===== config.mk =====
export PLATFORM = sky130hd
export DESIGN_NAME = motor_feedback_frame_decoder
export DESIGN_NICKNAME = d
export VERILOG_FILES = /design/src/rtl/core/mfd_pkg.sv /design/src/rtl/core/motor_feedback_frame_decoder.sv /design/src/rtl/core/mfd_cfg_regs.sv /design/src/rtl/core/mfd_decode.sv
export VERILOG_INCLUDE_DIRS = /design/src /design/src/rtl/core
export SDC_FILE = /design/constraint.sdc
export NUM_CORES = 2
export LEC_CHECK = 0
export BUFFER_PORTS_ARGS = -buffer_cell sky130_fd_sc_hd__buf_2
export CORE_ASPECT_RATIO = 1.4
export CORE_MARGIN = 5
export CORE_UTILIZATION = 30
export DETAILED_ROUTE_END_ITERATION = 10
export GPL_TIMING_DRIVEN = 0
export PLACE_DENSITY_LB_ADDON = 0.1
export SYNTH_ARGS = -nofsm -noshare
export SYNTH_HDL_FRONTEND = slang
export SYNTH_HIERARCHICAL = 1
export SYNTH_SLANG_ARGS = --single-unit

===== constraint.sdc =====
create_clock -name i_clk -period 14.24 [get_ports i_clk]
set_input_delay 2.136 -clock i_clk [delete_from_list [all_inputs] [get_ports i_clk]]
set_output_delay 2.136 -clock i_clk [all_outputs]
set_load 0.01 [all_outputs]

===== src/rtl/core/assert_macros.svh =====
// Assertion macros shared by the frame decoder modules.
// Expects i_clk and i_rst_n in the scope of each use.
`ifndef ASSERT_MACROS_SVH
`define ASSERT_MACROS_SVH

// Check on every rising edge, idle while reset is held.
`define MFD_ASSERT(lbl, prop, msg) \
    lbl: assert property (@(posedge i_clk) disable iff (!i_rst_n) prop) else $error(msg);

// Check on every rising edge, reset included.
`define MFD_ASSERT_ALWAYS(lbl, prop, msg) \
    lbl: assert property (@(posedge i_clk) prop) else $error(msg);

`endif


===== src/rtl/core/mfd_pkg.sv =====
// Package for the motor feedback frame decoder: constants, codes, item types.
// No dependencies; used by every module of the block.
package mfd_pkg;

    localparam int MOTOR_IDS       = 11;
    localparam int COUNTS_PER_TURN = 8192;
    localparam int HALF_TURN       = COUNTS_PER_TURN / 2;
    localparam int MASK_BITS       = 11;
    localparam int IDX_W           = (MOTOR_IDS > 1) ? $clog2(MOTOR_IDS) : 1;
    localparam int DELTA_W         = 18;
    localparam int PADDR_W         = 4;

    localparam logic [10:0] BASE_IDENTIFIER = 11'h201;
    localparam logic [3:0]  FRAME_BYTES     = 4'd8;
    localparam logic [7:0]  MAX_TEMP_RESET  = 8'd255;

    typedef enum logic {
        ACT_FRAME = 1'b0,
        ACT_CLEAR = 1'b1
    } t_action;

    typedef enum logic [1:0] {
        ST_OK        = 2'd0,
        ST_MALFORMED = 2'd1,
        ST_UNKNOWN   = 2'd2
    } t_status;

    typedef enum logic [1:0] {
        REG_REGISTERED = 2'd0,
        REG_DIRECTION  = 2'd1,
        REG_MAX_TEMP   = 2'd2
    } t_reg_idx;

    typedef struct packed {
        logic [MASK_BITS-1:0] registered_mask;
        logic [MASK_BITS-1:0] direction_mask;
        logic [7:0]           max_temperature;
    } t_cfg;

    typedef struct packed {
        t_action     action;
        logic [10:0] identifier;
        logic        id_standard;
        logic        data_frame;
        logic [3:0]  byte_count;
        logic [63:0] payload;
    } t_item;

    typedef struct packed {
        t_status            status;
        logic [3:0]         motor_index;
        logic [15:0]        encoder_value;
        logic signed [31:0] position_count;
        logic signed [15:0] speed;
        logic signed [15:0] current_value;
        logic [7:0]         temperature;
        logic               fault;
    } t_result;

    function automatic logic mask_bit(logic [MASK_BITS-1:0] m, logic [IDX_W-1:0] i);
        logic b;
        b = 1'b0;
        if (int'(i) < MASK_BITS) begin
            b = m[i];
        end
        return b;
    endfunction

endpackage


===== src/rtl/core/motor_feedback_frame_decoder.sv =====
// Motor feedback frame decoder: top level with input and result registers.
// Depends on mfd_pkg, mfd_cfg_regs, mfd_decode and assert_macros.svh.
//
// Takes one item per cycle unless stalled: a CAN feedback frame (action 0) or
// a clear request for one motor entry (action 1); each gets exactly one result.
// Frames must be standard, 8-byte data frames from a registered motor in the
// identifier range 0x201 to 0x20B; the payload is unpacked big-endian, the
// encoder delta is unwrapped by one turn and added to a wrapping 32-bit count,
// and the direction mask negates position (wrapping) and speed (saturating).
// A temperature above max_temperature sets a sticky fault, cleared only by a
// clear request or reset. One item is taken per clock unless the output stalls
// with both registers full. Each item passes the input register and then the
// result register, around the read-modify-write of the per-motor state (held
// in flip-flops, cleared at reset). The input register acts as a skid stage,
// so an item is still taken while a result waits downstream, if the input
// register is empty.
// Write the configuration registers (0x0 registered mask, 0x4 direction mask,
// 0x8 temperature limit) only while no item is in flight.
module motor_feedback_frame_decoder (
    input  logic                         i_clk,
    input  logic                         i_rst_n,
    // configuration port
    input  logic                         psel,
    input  logic                         penable,
    input  logic                         pwrite,
    input  logic [mfd_pkg::PADDR_W-1:0]  paddr,
    input  logic [31:0]                  pwdata,
    output logic [31:0]                  prdata,
    output logic                         pready,
    // input channel
    input  logic                         i_in_valid,
    output logic                         o_in_stall,
    input  logic                         i_action,
    input  logic [10:0]                  i_identifier,
    input  logic                         i_id_standard,
    input  logic                         i_data_frame,
    input  logic [3:0]                   i_byte_count,
    input  logic [63:0]                  i_payload,
    // result channel
    output logic                         o_out_valid,
    input  logic                         i_out_stall,
    output logic [1:0]                   o_status,
    output logic [3:0]                   o_motor_index,
    output logic [15:0]                  o_encoder_value,
    output logic signed [31:0]           o_position_count,
    output logic signed [15:0]           o_speed,
    output logic signed [15:0]           o_current_value,
    output logic [7:0]                   o_temperature,
    output logic                         o_fault
);
    import mfd_pkg::*;
    `include "assert_macros.svh"

    t_cfg    cfg;
    t_item   r_in;
    logic    r_in_valid;
    logic    n_in_valid;
    t_result r_out;
    logic    r_out_valid;
    logic    n_out_valid;
    t_result result;
    logic    in_take;
    logic    adv;

    mfd_cfg_regs u_cfg (
        .i_clk   (i_clk),
        .i_rst_n (i_rst_n),
        .psel    (psel),
        .penable (penable),
        .pwrite  (pwrite),
        .paddr   (paddr),
        .pwdata  (pwdata),
        .prdata  (prdata),
        .pready  (pready),
        .o_cfg   (cfg)
    );

    mfd_decode u_decode (
        .i_clk    (i_clk),
        .i_rst_n  (i_rst_n),
        .i_adv    (adv),
        .i_item   (r_in),
        .i_cfg    (cfg),
        .o_result (result)
    );

    // Advance the held item whenever the result register is free or draining.
    assign adv        = r_in_valid && (!r_out_valid || !i_out_stall);
    // Hold off the sender only when both stages are full and the output stalls.
    assign o_in_stall = r_in_valid && r_out_valid && i_out_stall;
    assign in_take    = i_in_valid && !o_in_stall;

    always_comb begin
        n_in_valid  = in_take || (r_in_valid && !adv);
        n_out_valid = adv || (r_out_valid && i_out_stall);
    end

    always_ff @(posedge i_clk) begin
        if (!i_rst_n) begin
            r_in_valid  <= 1'b0;
            r_out_valid <= 1'b0;
        end else begin
            r_in_valid  <= n_in_valid;
            r_out_valid <= n_out_valid;
        end
    end

    // Payload registers: capture the item on acceptance, the result on advance.
    always_ff @(posedge i_clk) begin
        if (in_take) begin
            r_in.action      <= t_action'(i_action);
            r_in.identifier  <= i_identifier;
            r_in.id_standard <= i_id_standard;
            r_in.data_frame  <= i_data_frame;
            r_in.byte_count  <= i_byte_count;
            r_in.payload     <= i_payload;
        end
        if (adv) begin
            r_out <= result;
        end
    end

    assign o_out_valid      = r_out_valid;
    assign o_status         = r_out.status;
    assign o_motor_index    = r_out.motor_index;
    assign o_encoder_value  = r_out.encoder_value;
    assign o_position_count = r_out.position_count;
    assign o_speed          = r_out.speed;
    assign o_current_value  = r_out.current_value;
    assign o_temperature    = r_out.temperature;
    assign o_fault          = r_out.fault;

    `MFD_ASSERT_ALWAYS(a_reset_empties, !i_rst_n |=> !o_out_valid && !r_in_valid, "stages not empty after reset")
    `MFD_ASSERT(a_stall_only_full, o_in_stall |-> r_in_valid && r_out_valid, "input stalled with a free stage")
    `MFD_ASSERT(a_reject_zeroed, o_out_valid && o_status != ST_OK |-> o_position_count == 0 && o_fault == 1'b0 && o_speed == 0, "rejected item carries data")
    `MFD_ASSERT(a_advance_loads, adv |=> o_out_valid, "advanced item not shown")

endmodule


===== src/rtl/core/mfd_cfg_regs.sv =====
// APB-style configuration registers of the frame decoder.
// Depends on mfd_pkg.
module mfd_cfg_regs (
    input  logic                         i_clk,
    input  logic                         i_rst_n,
    input  logic                         psel,
    input  logic                         penable,
    input  logic                         pwrite,
    input  logic [mfd_pkg::PADDR_W-1:0]  paddr,
    input  logic [31:0]                  pwdata,
    output logic [31:0]                  prdata,
    output logic                         pready,
    output mfd_pkg::t_cfg                o_cfg
);
    import mfd_pkg::*;

    t_cfg     r_cfg;
    t_reg_idx reg_sel;
    logic     wr_en;

    assign reg_sel = t_reg_idx'(paddr[3:2]);
    assign wr_en   = psel && penable && pwrite;
    assign pready  = 1'b1;
    assign o_cfg   = r_cfg;

    always_ff @(posedge i_clk) begin
        if (!i_rst_n) begin
            r_cfg.registered_mask <= '0;
            r_cfg.direction_mask  <= '0;
            r_cfg.max_temperature <= MAX_TEMP_RESET;
        end else if (wr_en) begin
            case (reg_sel)
                REG_REGISTERED: r_cfg.registered_mask <= pwdata[MASK_BITS-1:0];
                REG_DIRECTION:  r_cfg.direction_mask  <= pwdata[MASK_BITS-1:0];
                REG_MAX_TEMP:   r_cfg.max_temperature <= pwdata[7:0];
                default: ;
            endcase
        end
    end

    always_comb begin
        prdata = '0;
        case (reg_sel)
            REG_REGISTERED: prdata = 32'(r_cfg.registered_mask);
            REG_DIRECTION:  prdata = 32'(r_cfg.direction_mask);
            REG_MAX_TEMP:   prdata = 32'(r_cfg.max_temperature);
            default:        prdata = '0;
        endcase
    end

endmodule


===== src/rtl/core/mfd_decode.sv =====
// Per-motor tracking state and the combinational decode of one item.
// Depends on mfd_pkg and assert_macros.svh.
module mfd_decode (
    input  logic            i_clk,
    input  logic            i_rst_n,
    input  logic            i_adv,
    input  mfd_pkg::t_item  i_item,
    input  mfd_pkg::t_cfg   i_cfg,
    output mfd_pkg::t_result o_result
);
    import mfd_pkg::*;
    `include "assert_macros.svh"

    logic [15:0] r_prev   [MOTOR_IDS];
    logic        r_has    [MOTOR_IDS];
    logic [31:0] r_acc    [MOTOR_IDS];
    logic        r_fault  [MOTOR_IDS];

    logic [11:0]              id_diff;
    logic                     in_range;
    logic [IDX_W-1:0]         idx;
    logic                     well_formed;
    logic                     frame_ok;
    logic                     clear_ok;
    logic [15:0]              enc;
    logic [15:0]              prev_eff;
    logic [7:0]               temp;
    logic signed [DELTA_W-1:0] delta_raw;
    logic signed [DELTA_W-1:0] delta;
    logic [31:0]              acc_new;
    logic                     fault_new;
    logic                     reversed;
    logic signed [15:0]       spd_in;

    localparam logic signed [DELTA_W-1:0] HALF_S  = DELTA_W'(HALF_TURN);
    localparam logic signed [DELTA_W-1:0] TURN_S  = DELTA_W'(COUNTS_PER_TURN);

    always_comb begin
        id_diff     = {1'b0, i_item.identifier} - {1'b0, BASE_IDENTIFIER};
        in_range    = !id_diff[11] && (id_diff[10:0] < 11'(MOTOR_IDS));
        idx         = in_range ? id_diff[IDX_W-1:0] : '0;
        well_formed = i_item.id_standard && i_item.data_frame &&
                      (i_item.byte_count == FRAME_BYTES);
        frame_ok    = (i_item.action == ACT_FRAME) && well_formed && in_range &&
                      mask_bit(i_cfg.registered_mask, idx);
        clear_ok    = (i_item.action == ACT_CLEAR) && in_range;

        enc      = i_item.payload[63:48];
        spd_in   = signed'(i_item.payload[47:32]);
        temp     = i_item.payload[15:8];
        prev_eff = r_has[idx] ? r_prev[idx] : enc;

        // Unwrap the delta once by a full turn.
        delta_raw = signed'({2'b00, enc}) - signed'({2'b00, prev_eff});
        delta     = delta_raw;
        if (delta_raw > HALF_S) begin
            delta = delta_raw - TURN_S;
        end else if (delta_raw < -HALF_S) begin
            delta = delta_raw + TURN_S;
        end
        acc_new   = r_acc[idx] + {{(32-DELTA_W){delta[DELTA_W-1]}}, delta};
        fault_new = r_fault[idx] || (temp > i_cfg.max_temperature);
        reversed  = mask_bit(i_cfg.direction_mask, idx);

        o_result = '0;
        if (i_item.action == ACT_CLEAR) begin
            if (clear_ok) begin
                o_result.status      = ST_OK;
                o_result.motor_index = 4'(idx);
            end else begin
                o_result.status = ST_UNKNOWN;
            end
        end else if (!well_formed) begin
            o_result.status = ST_MALFORMED;
        end else if (!frame_ok) begin
            o_result.status = ST_UNKNOWN;
        end else begin
            o_result.status        = ST_OK;
            o_result.motor_index   = 4'(idx);
            o_result.encoder_value = enc;
            o_result.current_value = signed'(i_item.payload[31:16]);
            o_result.temperature   = temp;
            o_result.fault         = fault_new;
            if (reversed) begin
                o_result.position_count = signed'(32'd0 - acc_new);
                o_result.speed = (spd_in == 16'sh8000) ? 16'sh7FFF : -spd_in;
            end else begin
                o_result.position_count = signed'(acc_new);
                o_result.speed          = spd_in;
            end
        end
    end

    always_ff @(posedge i_clk) begin
        if (!i_rst_n) begin
            for (int m = 0; m < MOTOR_IDS; m++) begin
                r_prev[m]  <= '0;
                r_has[m]   <= 1'b0;
                r_acc[m]   <= '0;
                r_fault[m] <= 1'b0;
            end
        end else if (i_adv) begin
            if (clear_ok) begin
                r_prev[idx]  <= '0;
                r_has[idx]   <= 1'b0;
                r_acc[idx]   <= '0;
                r_fault[idx] <= 1'b0;
            end else if (frame_ok) begin
                r_prev[idx]  <= enc;
                r_has[idx]   <= 1'b1;
                r_acc[idx]   <= acc_new;
                r_fault[idx] <= fault_new;
            end
        end
    end

    `MFD_ASSERT(a_clear_drops_fault, i_adv && clear_ok |=> !r_fault[$past(idx)], "clear left fault set")
    `MFD_ASSERT(a_frame_seeds_entry, i_adv && frame_ok |=> r_has[$past(idx)], "frame did not seed entry")

endmodule


==> results.md <==
* CP Launch Type: flip-flop
* Postcts setup bufs at 0
* Destination of the worst register-to-register timing path: u_decode/r_acc[9][31]
* # IOs at 255
* Largest delay share family, worst path: compound AO/OA/AOI/OAI gates
* Antenna violations before repair at 3
* Average wire length per cell after detail routing at 26.2 microns
* DRT Pass-1 Iters at 5
* CP Class: reg2reg
* Sink of the worst hold path: u_decode/r_has[1]
* Number of resized instances in the post-cts repair step at 0
* Detailed Route WL at 143 mm
* Count of input and output buffers at 200
* Number of global-route vias before repair at ~28000
* Top achievable clock speed at 79.0 MHz
* H-Tree Level Count at 3
* Clock transition at the registers of the reported paths at 0.06 ns
* Total count of hold-check failures in the final report at 0
* Starting DRC count in detailed routing at 1965
* Arrival time worst endpoint at approximately 13 ns
* Total core area at 124000 sq um
* Total clock buffers created by CTS at 87
* Count of pins over their slew limit at 0
* First-pass GRT wire length at roughly 200 mm
* Final net count at 3922
* Unrepaired setup endpoints after global routing: false
* Die Height at 428 microns
* Slew Limit Headroom at 13.0%
* Crit-path slowest cell: a311oi_1
* Total via count in the routed design at ~28000
* Horizontal extent of the die at 308 microns
* Max-cap violation count at 0
* Worst vdd ir at 0.0891 mV
* Largest net degree at the start of global routing at 49
* Overall track demand over capacity in global routing at 21.2%
* Post-route worst hold slack at 0.445 ns
* Worst Tran Pin Value at 1.31 ns
* Worst Skew at roughly 0.032 ns
* DP Wirelength at roughly 100 mm
* Global placement routability congestion at 0.833
* Number of sinks on the clock net at between 700 and 800
* Area delta synth->final at 18.0%
* Critical Path Fanout Max at 14
* Count of nets left with antenna violations after detail routing at 0
* Overflow left after global routing at 0
* Critical Path Max Stage Delay at roughly 0.8 ns
* Fillers at 12500
* Required time of the critical path at 14.64 ns
* Type of destination of the critical path: flip-flop
* Std-Cell Rows at 153
* Root buffer cell: clkbuf_16
* Final antenna diode count at 0
* Starting density of the core at between 30 and 40%
* Launch instance of the worst register-to-register path: r_in[70]
* Setup TNS at 0 ns
* Crit share post-route at 88.9%
* Floorplan die area at 132000 sq um
* Post-synthesis area per instance at between 10 and 15 sq um
* Layer with the highest usage after global routing: met2
* Met1 Use GR at 25.7%
* Clock period minus final worst setup slack at 12.66 ns
* Post-CTS Hold Buffers at 0
* Buffers from clock root to sink, at most at 3
* M2 GR Usage at 38.5%
* Hold Path Cell Cnt at 2
* Insertion delay to the later sink of the worst-skew pair at 0.72 ns
* Final Util at 35.5%
* Tot Pwr at 5.96 mW
* Post-Syn Instances at around 3400
* Sum of buffers and inverters on the critical path at 10
* Worst r2r path cells at 40
* Remaining DRCs at 0
* Flop2flop setup slack at 1.58 ns
* Hold path start: u_decode/r_has[1]
* Pwr/cell area at 135 nW/um^2
* Global Route met3 Usage at 2.46%
* Fraction of final layout cells sized beyond drive strength 1 at between 10% and 20%
* Number of warnings printed during yosys synthesis at 6
* Status: complete, no violations
* Lkg Pwr at 16.6 nW
* Final-report setup violation count at 0
* Summed instance area of the synthesized netlist at around 37000 sq um
* Class of the worst hold path: reg2reg
* TritonCTS clock tree: built
* Via-to-Cell Ratio at 5.14
## placed cells by master (no fill, tap or decap), types with 17 or more instances in the layout
cell / n
o221ai_1: 24
o21a_1: 17
xor2_1: 22
o22ai_1: 48
mux2_2: 34
clkinv_2: 17
or3_1: 17
edfxtp_1: 675
a21o_1: 24
nand2_1: 392
ha_1: 59
o21ai_0: 90
clkbuf_16: 87
dfxtp_1: 100
o21ai_1: 18
buf_1: 24
buf_2: 249
nand3_1: 73
a211oi_1: 77
buf_4: 31
and2_1: 206
a31oi_1: 79
inv_1: 51
conb_1: 46
xnor2_1: 37
a21oi_1: 123
mux2i_1: 86
nor3_1: 26
a221oi_1: 26
and3_1: 63
clkbuf_1: 198
nor2_1: 453
## sequential cells by signal, summed over array words and instances, names as in the netlist, 2 cells and up
| register | flops |
|---|---|
| u_decode/r_has | 11 |
| r_in | 74 |
| u_decode/r_fault | 12 |
| o_position_count | 32 |
| o_encoder_value | 16 |
| o_temperature | 8 |
| o_status | 2 |
| o_current_value | 16 |
| o_speed | 16 |
| u_cfg/o_cfg | 30 |
| o_motor_index | 4 |
| u_decode/r_prev | 183 |
| u_decode/r_acc | 368 |
## final cells by class
cell class | count | area, sq um | share of cell area [%]
flip-flops and latches | 775 | 22300 | 50.5
multi-input cells | 2307 | 13800 | 31.4
clock buffers | 108 | 2270 | 5.14
well taps | 1627 | 2040 | 4.62
repair buffers | 223 | 1520 | 3.45
plain buffers | 286 | 1280 | 2.91
clock inverters | 53 | 641 | 1.45
inverters | 56 | 215 | 0.488
## metal layers
layer / vias up / routed length [microns] / share of wire, %
li1: 12900 / - / -
met1: 14000 / 57900 / 41
met2: 809 / 73300 / 51
met3: 204 / 6260 / 4.4
met4: 0 / 5180 / 3.6
met5: - / 0 / 0
## worst max path at each step
stage                     depth (start not counted)  slack (ns)                    end        start
after floorplan                                   6        2.01   u_decode/r_acc[0][0]  i_out_stall
after global placement                            8       -7.13      u_decode/r_has[4]  i_out_stall
after detailed placement                         37        1.63  u_decode/r_acc[3][30]     r_in[70]
after CTS                                        40        1.61  u_decode/r_acc[9][31]     r_in[70]
after global routing                             37        0.76  u_decode/r_acc[3][30]     r_in[70]
final                                            40        1.58  u_decode/r_acc[9][31]     r_in[70]
## worst register-to-register path, delay by kind of cell, from the launching register on
family	cells	cell delay (ns)
buffers and inverters	10	3.07
and+or+nand+nor	7	1.96
xor gates and xnor gates	2	1.16
AOI/OAI and AO/OA	16	4.13
DFF	1	0.38
adders and majority gates	5	1.67
## power breakdown
group | leakage (nW) | total, mW | internal (mW) | switching (mW)
registers | 7.62 | 2.57 | 2.54 | 0.0287
clock network | 1.41 | 2.34 | 1.34 | 1.00
logic | 7.57 | 1.05 | 0.294 | 0.754
total | 16.6 | 5.96 | 4.17 | 1.78
## through the flow
stage	cells	instance area, sq um	setup slack (ns)
after CTS	5435	44100	1.61
after global placement	5251	40600	-7.13
final	5435	44100	1.58
after floorplan	3424	37500	2.01
after detailed placement	5274	41200	1.63
after global routing	5435	44100	0.757
No activity file was read; power rests on OpenSTA's default activity.
